## src/cks_pkg.sv

```systemverilog
// Shared types, constants and filter functions for the Crypto1 keystream cipher.
// No dependencies; used by datapath, controller and top level.
`timescale 1ns / 1ps

package cks_pkg;

   // Operation codes carried by req_operation
   typedef enum logic [1:0] {
      OP_SETUP  = 2'd0,
      OP_AUTH   = 2'd1,
      OP_BYTE   = 2'd2,
      OP_NIBBLE = 2'd3
   } op_type;

   // Register indexes on the csr port
   localparam int CsrIdxW = 2;
   localparam logic [CsrIdxW-1:0] REG_SECTOR_KEY = 2'd0;
   localparam logic [CsrIdxW-1:0] REG_CARD_UID   = 2'd1;

   localparam int KeyW  = 48;
   localparam int WordW = 32;
   localparam int HalfW = 24;
   localparam int CntW  = 5;

   // Feedback taps on the even and odd halves
   localparam logic [HalfW-1:0] TapsEven = 24'h2010E1;
   localparam logic [HalfW-1:0] TapsOdd  = 24'h3A7394;

   // Steps minus one for each operation
   localparam logic [CntW-1:0] LastWord   = 5'd31;
   localparam logic [CntW-1:0] LastByte   = 5'd7;
   localparam logic [CntW-1:0] LastNibble = 5'd3;

   // Controller states
   typedef enum logic [1:0] {
      ST_IDLE   = 2'd0,
      ST_RUN    = 2'd1,
      ST_FINISH = 2'd2
   } state_type;

   // Controller to datapath commands
   typedef struct packed {
      logic            accept;
      logic            step;
      logic            capture;
      logic [CntW-1:0] bit_idx;
   } dp_cmd_type;

   // Datapath to controller status
   typedef struct packed {
      op_type op;
   } dp_status_type;

   function automatic logic fn_a(input logic [3:0] g);
      fn_a = ((g[0] | g[1]) ^ (g[0] & g[3])) ^ (g[2] & ((g[0] ^ g[1]) | g[3]));
   endfunction

   function automatic logic fn_b(input logic [3:0] g);
      fn_b = ((g[0] & g[1]) | g[2]) ^ ((g[0] ^ g[1]) & (g[2] | g[3]));
   endfunction

   function automatic logic fn_c(input logic [4:0] g);
      fn_c = (g[0] | ((g[1] | g[4]) & (g[3] ^ g[4])))
           ^ ((g[0] ^ (g[1] & g[3])) & ((g[2] ^ g[3]) | (g[1] & g[4])));
   endfunction

   // Keystream bit from the odd half (LFSR bits 9..47 sit at positions 4..23)
   function automatic logic filter_bit(input logic [HalfW-1:0] odd);
      logic [4:0] s;
      s[0] = fn_a(odd[7:4]);
      s[1] = fn_b(odd[11:8]);
      s[2] = fn_b(odd[15:12]);
      s[3] = fn_a(odd[19:16]);
      s[4] = fn_b(odd[23:20]);
      filter_bit = fn_c(s);
   endfunction

endpackage

```

## src/cks_datapath.sv

```systemverilog
// Datapath: config registers, split LFSR, filter, keystream and result register.
// Depends on cks_pkg; driven by cks_controller commands.
`timescale 1ns / 1ps

module cks_datapath (
   input  logic                        clock,
   input  logic                        reset,
   input  logic                        csr_write,
   input  logic [cks_pkg::CsrIdxW-1:0] csr_index,
   input  logic [cks_pkg::KeyW-1:0]    csr_wdata,
   input  logic [1:0]                  req_operation,
   input  logic [cks_pkg::WordW-1:0]   req_nonce_word,
   input  cks_pkg::dp_cmd_type         cmd,
   output cks_pkg::dp_status_type      status,
   output logic [cks_pkg::WordW-1:0]   rsp_result_word
);

   logic [cks_pkg::KeyW-1:0]  key_ff;
   logic [cks_pkg::WordW-1:0] uid_ff;
   logic [cks_pkg::HalfW-1:0] even_ff, even_in;
   logic [cks_pkg::HalfW-1:0] odd_ff, odd_in;
   logic [cks_pkg::WordW-1:0] feed_ff, feed_in;
   logic [cks_pkg::WordW-1:0] nonce_ff, nonce_in;
   logic [cks_pkg::WordW-1:0] ks_ff, ks_in;
   logic [cks_pkg::WordW-1:0] result_ff, result_in;
   cks_pkg::op_type           op_ff, op_in;
   cks_pkg::op_type           req_op;
   logic [cks_pkg::HalfW-1:0] key_even, key_odd;
   logic                      ks_bit, feed_bit, fb_bit;

   assign req_op = cks_pkg::op_type'(req_operation);

   // Split the key into even and odd LFSR bits
   always_comb begin
      for (int k = 0; k < cks_pkg::HalfW; k++) begin
         key_even[k] = key_ff[2*k];
         key_odd[k]  = key_ff[2*k+1];
      end
   end

   // One LFSR clock: filter output, feed-in and feedback
   always_comb begin
      ks_bit = cks_pkg::filter_bit(odd_ff);
      case (op_ff)
         cks_pkg::OP_SETUP: feed_bit = feed_ff[0];
         cks_pkg::OP_AUTH:  feed_bit = ks_bit ^ feed_ff[0];
         default:           feed_bit = 1'b0;
      endcase
      fb_bit = (^(even_ff & cks_pkg::TapsEven)) ^ (^(odd_ff & cks_pkg::TapsOdd)) ^ feed_bit;
   end

   // Next state of the working registers
   always_comb begin
      even_in  = even_ff;
      odd_in   = odd_ff;
      feed_in  = feed_ff;
      nonce_in = nonce_ff;
      ks_in    = ks_ff;
      op_in    = op_ff;
      if (cmd.accept) begin
         op_in    = req_op;
         nonce_in = req_nonce_word;
         ks_in    = '0;
         if (req_op == cks_pkg::OP_SETUP) begin
            feed_in = uid_ff ^ req_nonce_word;
            even_in = key_even;
            odd_in  = key_odd;
         end else begin
            feed_in = req_nonce_word;
         end
      end else if (cmd.step) begin
         even_in             = odd_ff;
         odd_in              = {fb_bit, even_ff[cks_pkg::HalfW-1:1]};
         feed_in             = {1'b0, feed_ff[cks_pkg::WordW-1:1]};
         ks_in[cmd.bit_idx]  = ks_bit;
      end
   end

   // Result word per operation
   always_comb begin
      result_in = result_ff;
      if (cmd.capture) begin
         case (op_ff)
            cks_pkg::OP_SETUP: result_in = nonce_ff ^ ks_ff;
            cks_pkg::OP_AUTH:  result_in = '0;
            default:           result_in = ks_ff;
         endcase
      end
   end

   // Configuration and LFSR registers
   always_ff @(posedge clock) begin
      if (reset) begin
         key_ff  <= '0;
         uid_ff  <= '0;
         even_ff <= '0;
         odd_ff  <= '0;
         op_ff   <= cks_pkg::OP_SETUP;
      end else begin
         if (csr_write && csr_index == cks_pkg::REG_SECTOR_KEY) begin
            key_ff <= csr_wdata;
         end
         if (csr_write && csr_index == cks_pkg::REG_CARD_UID) begin
            uid_ff <= csr_wdata[cks_pkg::WordW-1:0];
         end
         even_ff <= even_in;
         odd_ff  <= odd_in;
         op_ff   <= op_in;
      end
   end

   // Payload registers
   always_ff @(posedge clock) begin
      feed_ff   <= feed_in;
      nonce_ff  <= nonce_in;
      ks_ff     <= ks_in;
      result_ff <= result_in;
   end

   assign status.op       = op_ff;
   assign rsp_result_word = result_ff;

endmodule

```

## src/cks_controller.sv

```systemverilog
// Controller: accepts an item, counts LFSR steps and hands the result over.
// Depends on cks_pkg; commands cks_datapath.
`timescale 1ns / 1ps

module cks_controller (
   input  logic                   clock,
   input  logic                   reset,
   input  logic                   req_valid,
   output logic                   req_ready,
   output logic                   rsp_valid,
   input  logic                   rsp_ready,
   input  cks_pkg::dp_status_type status,
   output cks_pkg::dp_cmd_type    cmd
);

   cks_pkg::state_type        state_ff, state_in;
   logic [cks_pkg::CntW-1:0]  cnt_ff, cnt_in;
   logic                      rsp_valid_ff, rsp_valid_in;
   logic [cks_pkg::CntW-1:0]  last_idx;
   logic                      slot_free;

   // Last step index per operation
   always_comb begin
      case (status.op)
         cks_pkg::OP_SETUP,
         cks_pkg::OP_AUTH: last_idx = cks_pkg::LastWord;
         cks_pkg::OP_BYTE: last_idx = cks_pkg::LastByte;
         default:          last_idx = cks_pkg::LastNibble;
      endcase
   end

   assign slot_free = !rsp_valid_ff || rsp_ready;

   // Next state and commands
   always_comb begin
      state_in     = state_ff;
      cnt_in       = cnt_ff;
      rsp_valid_in = rsp_valid_ff && !rsp_ready;
      req_ready    = 1'b0;
      cmd          = '0;
      cmd.bit_idx  = cnt_ff;
      case (state_ff)
         cks_pkg::ST_IDLE: begin
            req_ready = 1'b1;
            if (req_valid) begin
               cmd.accept = 1'b1;
               cnt_in     = '0;
               state_in   = cks_pkg::ST_RUN;
            end
         end
         cks_pkg::ST_RUN: begin
            cmd.step = 1'b1;
            cnt_in   = cnt_ff + 1'b1;
            if (cnt_ff == last_idx) begin
               state_in = cks_pkg::ST_FINISH;
            end
         end
         cks_pkg::ST_FINISH: begin
            if (slot_free) begin
               cmd.capture  = 1'b1;
               rsp_valid_in = 1'b1;
               state_in     = cks_pkg::ST_IDLE;
            end
         end
         default: begin
            state_in = cks_pkg::ST_IDLE;
         end
      endcase
   end

   // State register
   always_ff @(posedge clock) begin
      if (reset) begin
         state_ff     <= cks_pkg::ST_IDLE;
         cnt_ff       <= '0;
         rsp_valid_ff <= 1'b0;
      end else begin
         state_ff     <= state_in;
         cnt_ff       <= cnt_in;
         rsp_valid_ff <= rsp_valid_in;
      end
   end

   assign rsp_valid = rsp_valid_ff;

endmodule

```

## src/crypto1_keystream_cipher_top.sv

```systemverilog
// Crypto1 keystream cipher: one item on req_ gives one result word on rsp_.
// An item is accepted, then the single 48-bit LFSR is stepped once a cycle
// (32 steps for setup and auth, 8 for byte, 4 for nibble), then the result
// moves into the output register once that register is free. A new item is
// taken as soon as the result has reached the output register, even while it
// waits for rsp_ready.
// csr_ writes are always taken (index 0 sector key, index 1 card uid, other
// indexes ignored) and are to be issued only while the block is idle.
// Depends on cks_pkg, cks_controller and cks_datapath.
`timescale 1ns / 1ps

module crypto1_keystream_cipher_top (
   input  logic                        clock,
   input  logic                        reset,
   input  logic                        req_valid,
   output logic                        req_ready,
   input  logic [1:0]                  req_operation,
   input  logic [cks_pkg::WordW-1:0]   req_nonce_word,
   output logic                        rsp_valid,
   input  logic                        rsp_ready,
   output logic [cks_pkg::WordW-1:0]   rsp_result_word,
   input  logic                        csr_valid,
   output logic                        csr_ready,
   input  logic [cks_pkg::CsrIdxW-1:0] csr_index,
   input  logic [cks_pkg::KeyW-1:0]    csr_wdata
);

   cks_pkg::dp_cmd_type    cmd;
   cks_pkg::dp_status_type status;

   assign csr_ready = 1'b1;

   cks_controller u_ctrl (
      .clock     (clock),
      .reset     (reset),
      .req_valid (req_valid),
      .req_ready (req_ready),
      .rsp_valid (rsp_valid),
      .rsp_ready (rsp_ready),
      .status    (status),
      .cmd       (cmd)
   );

   cks_datapath u_dp (
      .clock           (clock),
      .reset           (reset),
      .csr_write       (csr_valid && csr_ready),
      .csr_index       (csr_index),
      .csr_wdata       (csr_wdata),
      .req_operation   (req_operation),
      .req_nonce_word  (req_nonce_word),
      .cmd             (cmd),
      .status          (status),
      .rsp_result_word (rsp_result_word)
   );

endmodule

```

## config.mk

```make
export PLATFORM = sky130hd
export DESIGN_NAME = crypto1_keystream_cipher_top
export DESIGN_NICKNAME = d
export VERILOG_FILES = /design/src/cks_pkg.sv /design/src/cks_datapath.sv /design/src/cks_controller.sv /design/src/crypto1_keystream_cipher_top.sv
export SDC_FILE = /design/constraint.sdc
export NUM_CORES = 1
export LEC_CHECK = 0
export ABC_AREA = 1
export BUFFER_PORTS_ARGS = -buffer_cell sky130_fd_sc_hd__buf_2
export CAP_MARGIN = 20
export CORE_MARGIN = 1.5
export CORE_UTILIZATION = 45
export DETAILED_ROUTE_END_ITERATION = 6
export PLACE_DENSITY = 0.71
export SYNTH_ARGS = -nofsm -noshare
export SYNTH_HDL_FRONTEND = slang
export SYNTH_SLANG_ARGS = --single-unit
export TNS_END_PERCENT = 5
```

## constraint.sdc

```tcl
create_clock -name clock -period 5.2 [get_ports clock]
set_input_delay 1.56 -clock clock [delete_from_list [all_inputs] [get_ports clock]]
set_output_delay 1.56 -clock clock [all_outputs]
set_load 0.1 [all_outputs]
```

==> results.sh, run 1 <==
export IMPL_status="completed"
export IMPL_synth_top_family_by_area="simple AND/OR/NAND/NOR gates"
export IMPL_finalCriticalPeriod_ns=3.18
export IMPL_synth_nets=1393
export IMPL_ant_nets=0
export IMPL_yosys_top_cells_count="nand2_1, nor2_1, o21ai_0"
export IMPL_power_share_switching_pct=24.9
export IMPL_cap_violations=0
export IMPL_hpwl_mm=18.1
export IMPL_synthAdderAreaFrac_pct=0.784
export IMPL_grt_overflow_total=0
export IMPL_p_leak_nw=5.06
export IMPL_dpl_cell_count=1676
export IMPL_synth_cell_types=36
export IMPL_wirelength_mm=26.6
export IMPL_cts_hold_buf=0
export IMPL_synthSimpleGateAreaFrac_pct=19.7
export IMPL_synth_most_common_cell="nand2_1"
export IMPL_grt_use_total_pct=20.4
export IMPL_vias=9070
export IMPL_finalPower_mw=5.13
export IMPL_slew_violations=0
export IMPL_avgSynthCellArea_um2=8.61
export IMPL_placed_area_mm2=0.0120
export IMPL_fillers=2242
export IMPL_clkLatencyLatePin_ns=0.55
export IMPL_p_seq_share_pct=46.3
export IMPL_p_per_area_mw_per_mm2=396
export IMPL_yosys_area_top_type_share_pct=30.5
export IMPL_drive_above_1_share_pct=14.3
export IMPL_grt_pass1_vias=8197
export IMPL_post_route_period_util_pct=61.2
export IMPL_drt_wirelength_per_cell_um=15.4
export IMPL_cts_clk_slew_worst_paths_ns=0.06
export IMPL_p_comb_share_pct=11.1
export IMPL_design_area_mm2=0.0130
export IMPL_synth_warnings=0
export IMPL_dr_pass1_iters=5
export IMPL_yosysTopAreaCell="dfxtp_1"
export IMPL_rsz0062_at_grt="no"
export IMPL_synth_cells=1297
export IMPL_root_buffer="clkbuf_16"
export IMPL_core_mm2=0.0243
export IMPL_die_area_mm2=0.0258
export IMPL_cts_buffers=27
export IMPL_worst_pin_slew_ns=1.01
export IMPL_required_ns=3.64
export IMPL_p_sw_mw=1.28
export IMPL_synth_compound_area_share_pct=15.3
export IMPL_ys_ff_latch=266
export IMPL_cp_start_kind="register"
export IMPL_start_util_pct=45.9
export IMPL_rows=57
export IMPL_slew_limit_headroom_pct=32.4
export IMPL_setup_tns_final_ns=0
export IMPL_worstPathArrival_ns=1.62
export IMPL_antenna_found_initial=0
export IMPL_syn_to_final_growth_pct=16.2
export IMPL_port_buffers=122
export IMPL_seq_area_frac_synth_pct=56.3
export IMPL_cp_end_kind="primary output"
export IMPL_setup_violations=0
export IMPL_whs_ns=0.472
export IMPL_hp_class="reg2reg"
export IMPL_synth_mux_area_share_pct=0
export IMPL_post_route_drc_count=0
export IMPL_multi_input_area_mm2=0.00439
export IMPL_critical_path_class="reg2out"
export IMPL_cts_sinks=266
export IMPL_finalNonFillerCells=1726
export IMPL_cts_resized=0
export IMPL_post_cts_buffers=0
export IMPL_drt_iter0_markers=821
export IMPL_synth_edf_count=96
export IMPL_ios=124
export IMPL_syn_area_mm2=0.0112
export IMPL_place_congestion=0.812
export IMPL_max_freq_ghz=0.314
export IMPL_die_h_um=161
export IMPL_yosys_area_share_xor_xnor_pct=3.14
export IMPL_synth_main_ff_cell="dfxtp_1"
export IMPL_yosys_top_cells_area="dfxtp_1, edfxtp_1, o21ai_0, nand2_1, nor2_1"
export IMPL_hold_violations=0
export IMPL_cts_tree="built"
export IMPL_irDropWorstVdd_v=0.000295
export IMPL_finalClockSkew_ns=0.0164
export IMPL_grt_max_degree=100
export IMPL_worstPathMaxFanout=4
export IMPL_clockBufferDepth=3
export IMPL_grt_pass1_wl_mm=42.6
export IMPL_vias_per_cell=5.25
export IMPL_power_frac_clock_pct=42.6
export IMPL_internal_power_mw=3.85
export IMPL_antenna_cells=0
export IMPL_nNetsFinal=1477
export IMPL_die_w_um=161
export IMPL_async_reset_ff_share_pct=0
export IMPL_cts_htree_levels=1
export IMPL_seq_area_mm2=0.00629
-- power groups by stage --
stage          logic [mW]  registers (mW)  clock network, mW
2_1_floorplan       0.426            2.39                  0
6_report            0.571            2.38               2.19
3_5_place_dp        0.571            2.42                  0
5_1_grt             0.646            2.39               2.30
4_1_cts             0.574            2.37               2.21
3_3_place_gp        0.556            2.41                  0
-- metrics by stage --
step / utilization [%] / setup slack, ns
2_1_floorplan: - / 1.54
3_5_place_dp: 49.2 / 1.61
5_1_grt: 53.3 / 1.92
3_3_place_gp: 49.2 / 1.67
6_report: 53.3 / 2.02
4_1_cts: 53.3 / 1.94
-- kinds of logic (layout without fill, tap and decap cells) --
family	after synthesis	in the layout
DFF	266	266
and+or+nand+nor	533	533
adders and majority gates	7	7
other	1	1
xor gates and xnor gates	40	40
buffers and inverters	123	228
AOI/OAI and AO/OA	327	327
-- cells in the final DEF (no fill, tap or decap), drive strengths merged --
master,instances
nand2,228
nor2,215
o21ai,200
dfxtp,170
buf,136
edfxtp,96
a21oi,76
a31oi,47
inv,43
clkbuf,35
xor2,34
and3,33
nor3,33
nand3,20
ha,7
bufinv,7
xnor2,6
clkinv,6
nand3b,3
a221oi,2
a211oi,1
a21o,1
nand4,1
conb,1
clkinvlp,1
-- critical path, stage by stage (launching register included) --
cell and delay [ns]:
dfxtp_1 0.33, nor2_1 0.26, buf_2 0.49
-- layer usage --
metal | global-route usage [%] | vias up | share of wire, %
li1 | - | 4555 | -
met1 | 29.8 | 4209 | 48
met2 | 31.7 | 264 | 44
met3 | 2.97 | 42 | 6.0
met4 | 5.61 | 0 | 2.1
met5 | 0 | - | 0
-- flip-flops by register name (all words and copies together), names as in the netlist, 24 cells and up --
| register | count |
|---|---|
| u_dp.key_ff | 48 |
| u_dp.odd_ff | 24 |
| u_dp.uid_ff | 32 |
| u_dp.rsp_result_word | 32 |
| u_dp.nonce_ff | 32 |
| u_dp.feed_ff | 32 |
| u_dp.even_ff | 24 |
| u_dp.ks_ff | 32 |
-- final cells by class --
cell class	instances	area share [%]
Inverter	42	1.22
Multi-Input combinational cell	908	33.8
Clock buffer	35	5.75
Tap cell	324	3.12
Timing Repair Buffer	136	5.61
Sequential cell	266	48.5
Clock inverter	15	2.03
-- final timing paths --
check	start	end	slack [ns]	cells past startpoint
max	u_ctrl.state_ff[1]	req_ready	2.02	2
min	u_dp.key_ff[47]	u_dp.key_ff[47]	0.47	2
max reg2reg	u_dp.odd_ff[9]	u_dp.ks_ff[11]	2.68	12
min reg2reg	u_dp.key_ff[47]	u_dp.key_ff[47]	0.47	2
(Power assumes the default switching activity.)
==> inputs of run 2 (changes only) <==
- clock period: 5.2 -> 3.26 ns (I/O delays scaled with it)
==> results.sh, run 2 (synthesis gave the netlist of run 1 again) <==
export IMPL_nNetsFinal=1481
export IMPL_dr_pass1_iters=5
export IMPL_setup_tns_final_ns=0
export IMPL_p_per_area_mw_per_mm2=612
export IMPL_post_route_period_util_pct=76.5
export IMPL_rsz0062_at_grt="no"
export IMPL_cts_buffers=28
export IMPL_grtUsageMet1_pct=28.5
export IMPL_rows=57
export IMPL_final_util_pct=53.3
export IMPL_clockBufferDepth=3
export IMPL_hp_class="reg2reg"
export IMPL_finalCriticalPeriod_ns=2.49
export IMPL_busiest_layer="met2"
export IMPL_path_buf_inv=1
export IMPL_wirelength_mm=26.8
export IMPL_ios=124
export IMPL_die_h_um=161
export IMPL_grt_pass1_vias=8388
export IMPL_ant_nets=0
export IMPL_hpwl_mm=18.1
export IMPL_met3_usage_pct=3.38
export IMPL_grt_use_total_pct=20.6
export IMPL_max_stage_delay_ns=0.46
export IMPL_worst_pin_slew_ns=0.940
export IMPL_syn_to_final_growth_pct=16.1
export IMPL_path_cells="nor2_2, buf_2"
export IMPL_cts_tree="built"
export IMPL_start_util_pct=45.9
export IMPL_cp_slowest_cell="buf_2"
export IMPL_post_cts_buffers=0
export IMPL_cp_end_kind="primary output"
export IMPL_irDropWorstVdd_v=0.000306
export IMPL_worstPathArrival_ns=1.52
export IMPL_cts_clk_slew_worst_paths_ns=0.06
export IMPL_drt_iter0_markers=685
export IMPL_status="completed"
export IMPL_worstPathMaxFanout=4
export IMPL_largest_reg_flops=48
export IMPL_critical_path_class="reg2out"
export IMPL_finalPower_mw=7.93
export IMPL_cts_htree_levels=1
export IMPL_finalNonFillerCells=1731
export IMPL_die_w_um=161
export IMPL_die_area_mm2=0.0258
export IMPL_antenna_found_initial=0
export IMPL_setup_violations=0
export IMPL_layout_common_cells="nand2_1, nor2_1, o21ai_0"
export IMPL_grt_use_met2_pct=33.6
export IMPL_post_route_drc_count=0
export IMPL_layout_commonest_cell="nand2_1"
export IMPL_root_buffer="clkbuf_16"
export IMPL_clkLatencyLatePin_ns=0.54
export IMPL_regMostFlops="u_dp.key_ff"
export IMPL_grt_pass1_wl_mm=43.0
export IMPL_core_mm2=0.0243
export IMPL_grt_overflow_total=0
export IMPL_p_leak_nw=5.05
export IMPL_slew_violations=0
export IMPL_vias_per_cell=5.26
export IMPL_finalClockSkew_ns=0.0156
export IMPL_cts_resized=0
export IMPL_dpl_cell_count=1679
export IMPL_required_ns=2.28
export IMPL_whs_ns=0.472
export IMPL_slew_limit_headroom_pct=37.3
export IMPL_port_buffers=122
export IMPL_cts_sinks=266
export IMPL_grt_max_degree=96
export IMPL_cp_start_kind="register"
export IMPL_vias=9107
export IMPL_drive_above_1_share_pct=14.4
export IMPL_place_congestion=0.828
export IMPL_drt_wirelength_per_cell_um=15.5
export IMPL_cts_hold_buf=0
export IMPL_cap_violations=0
export IMPL_antenna_cells=0
export IMPL_max_freq_ghz=0.401
export IMPL_critPathTopFamily="buffers and inverters"
export IMPL_hold_violations=0
==> run 2: cell types whose count changed in the layout (fill, tap and decap cells not counted), sizes merged <==
cell / change
clkbuf: +8
bufinv: -4
buf: +3
clkinv: -1
clkinvlp: -1
==> run 2: power breakdown <==
part	internal (mW)	leakage [nW]	switching (mW)
registers	3.67	2.31	0.114
clock network	1.93	0.460	1.28
logic	0.319	2.29	0.616
==> run 2: tightest hold or removal path, stage by stage (launching register included) <==
cell	delay, ns
dfxtp_1	0.31
nand2_1	0.06
a31oi_1	0.07
==> run 2: final cells by class <==
cell class / instances / area [um^2]
tap: 324 / 405
clock inverter: 9 / 135
multi-input combinational: 908 / 4390
timing repair buffer: 139 / 788
inverter: 42 / 158
sequential: 266 / 6290
fill: 2233 / 11400
clock buffer: 43 / 801
==> run 2: path summary, 6_finish.rpt <==
check,startpoint,slack [ns],end,depth (start not counted)
worst max-delay path,u_ctrl.state_ff[1],0.77,req_ready,2
worst min register to register,u_dp.even_ff[13],0.47,u_dp.odd_ff[12],2
worst max register to register,u_dp.odd_ff[12],1.12,u_dp.ks_ff[23],14
worst min-delay path,u_dp.even_ff[13],0.47,u_dp.odd_ff[12],2
==> run 2: routing by layer <==
metal | wire, um | vias up
met5 | 0 | -
met1 | 12400 | 4245
li1 | - | 4568
met4 | 518 | 0
met3 | 1530 | 39
met2 | 12400 | 255
==> run 2: through the flow <==
stage               cell area, um^2  setup WS, ns
finish                        13000         0.767
global route                  13000         0.701
CTS                           13000         0.746
detailed placement            12000         0.781
global placement              12000         0.836
floorplan                     11200         0.151
==> inputs of run 3 (changes only) <==
- PLACE_DENSITY: 0.71 -> 0.73
- clock period: 3.26 -> 2.07 ns (I/O delays scaled with it)
==> results.sh, run 3 (synthesis gave the netlist of run 1 again) <==
export IMPL_cts_htree_levels=1
export IMPL_whs_ns=0.282
export IMPL_antenna_cells=0
export IMPL_status="completed"
export IMPL_m1WireLength_mm=11.9
export IMPL_hpwl_mm=18.2
export IMPL_port_buffers=122
export IMPL_required_ns=2.54
export IMPL_syn_to_final_growth_pct=16.8
export IMPL_die_h_um=161
export IMPL_rows=57
export IMPL_finalCriticalPeriod_ns=1.97
export IMPL_regMostFlops="u_dp.key_ff"
export IMPL_startpoint="u_dp.odd_ff[13]"
export IMPL_cap_violations=0
export IMPL_cts_tree="built"
export IMPL_holdPathStages=1
export IMPL_clkLatencyLatePin_ns=0.55
export IMPL_grt_overflow_total=0
export IMPL_antenna_found_initial=0
export IMPL_ios=124
export IMPL_wl_met3_mm=1.78
export IMPL_r2r_end="u_dp.odd_ff[23]"
export IMPL_critical_path_class="reg2reg"
export IMPL_cts_clk_slew_worst_paths_ns=0.06
export IMPL_grt_use_total_pct=20.5
export IMPL_core_mm2=0.0243
export IMPL_layout_common_cells="nand2_1, nor2_1, o21ai_0"
export IMPL_p_per_area_mw_per_mm2=932
export IMPL_finalClockSkew_ns=0.0247
export IMPL_post_cts_buffers=0
export IMPL_hold_violations=0
export IMPL_grt_pass1_wl_mm=43.0
export IMPL_worst_pin_slew_ns=0.617
export IMPL_cp_end_kind="register"
export IMPL_highest_layer="met4"
export IMPL_irDropWorstVdd_v=0.000619
export IMPL_cp_start_kind="register"
export IMPL_post_route_drc_count=0
export IMPL_drive_above_1_share_pct=15.3
export IMPL_crit_end="u_dp.odd_ff[23]"
export IMPL_drt_wirelength_per_cell_um=15.4
export IMPL_dr_pass1_iters=5
export IMPL_die_w_um=161
export IMPL_final_util_pct=53.6
export IMPL_crit_reg2reg_launch="u_dp.odd_ff[13]"
export IMPL_place_congestion=0.818
export IMPL_max_freq_ghz=0.507
export IMPL_placed_area_mm2=0.0122
export IMPL_post_place_ws_ns=0.103
export IMPL_cts_hold_buf=0
export IMPL_drt_iter0_markers=748
export IMPL_grt_pass1_vias=8403
export IMPL_worstPathArrival_ns=2.44
export IMPL_grt_max_degree=85
export IMPL_slew_violations=0
export IMPL_route_met2_wl_mm=12.5
export IMPL_hp_class="in2reg"
export IMPL_design_area_mm2=0.0130
export IMPL_finalWorstSetupSlack_ns=0.0960
export IMPL_nNetsFinal=1490
export IMPL_layout_commonest_cell="nand2_1"
export IMPL_clockBufferDepth=3
export IMPL_root_buffer="clkbuf_16"
export IMPL_wirelength_mm=26.8
export IMPL_rsz0062_at_grt="yes"
export IMPL_post_route_period_util_pct=95.4
export IMPL_rr_worst_depth=13
export IMPL_slew_limit_headroom_pct=58.9
export IMPL_largest_reg_flops=48
export IMPL_vias_per_cell=5.30
export IMPL_worstPathMaxFanout=3
export IMPL_die_area_mm2=0.0258
export IMPL_start_util_pct=45.9
export IMPL_cts_buffers=27
export IMPL_cts_sinks=266
export IMPL_reg2reg_slack_ns=0.1
export IMPL_setup_violations=0
export IMPL_ant_nets=0
export IMPL_vias=9209
export IMPL_p_leak_nw=5.06
## run 3: cell types whose count changed in the layout (fill, tap and decap cells not counted), sizes merged
| cell | before | now |
|---|---|---|
| clkinv | 5 | 3 |
| clkbuf | 43 | 44 |
| clkinvlp | 0 | 1 |
| bufinv | 3 | 0 |
| inv | 43 | 44 |
| buf | 139 | 149 |
## run 3: timing repair
action | 4_1_cts | 5_1_grt
setup endpoints to repair | 1 | 29
gates resized for setup | 1 | 10
pin swaps | 0 | 4
## run 3: how the worst min path moves through the flow
stage | from | end | slack (ns)
after global placement | u_dp.even_ff[23] | u_dp.odd_ff[22] | 0.46
after global routing | req_nonce_word[20] | u_dp.nonce_ff[20] | 0.27
after detailed placement | u_dp.even_ff[19] | u_dp.odd_ff[18] | 0.47
final | req_nonce_word[12] | u_dp.nonce_ff[12] | 0.28
after floorplan | u_dp.key_ff[47] | u_dp.key_ff[47] | 0.43
after CTS | req_nonce_word[21] | u_dp.nonce_ff[21] | 0.27
## run 3: cell type report
| type | count | area [um^2] |
|---|---|---|
| Clock buffer | 44 | 790 |
| Clock inverter | 6 | 46.3 |
| Fill cell | 2173 | 11300 |
| Inverter | 42 | 161 |
| Multi-Input combinational cell | 908 | 4430 |
| Sequential cell | 266 | 6290 |
| Tap cell | 324 | 405 |
| Timing Repair Buffer | 149 | 916 |
## run 3: worst max-delay path, stage by stage (launching register included)
cell     delay (ns)
dfxtp_2        0.34
ha_4           0.28
nand2_2        0.08
nand2_2        0.11
xor2_1         0.17
nand2_1        0.09
a21o_1         0.17
nand2_1        0.06
nand2_1        0.05
nand2_1        0.11
nand4_1        0.12
nand3_1        0.12
nand2_1        0.08
a21oi_2        0.11
## run 3: power breakdown
group / switching [mW] / leakage, nW / internal (mW)
Combinational: 0.994 / 2.35 / 0.574
Clock: 2.01 / 0.406 / 2.61
Sequential: 0.182 / 2.31 / 5.78
Total: 3.19 / 5.06 / 8.97
## run 3: routing by layer
layer	global-route usage, %	vias to the layer above
met5	0	-
li1	-	4584
met2	33.5	304
met3	2.82	48
met1	28.6	4273
met4	5.65	0
## run 3: per-stage QoR
step | instances | power, mW | TNS (ns)
2_1_floorplan | 1297 | 7.08 | -2.86
5_1_grt | 1739 | 12.6 | -0.0644
4_1_cts | 1739 | 12.2 | 0
6_report | 1739 | 12.2 | 0
3_3_place_gp | 1689 | 7.55 | 0
3_5_place_dp | 1689 | 7.59 | 0
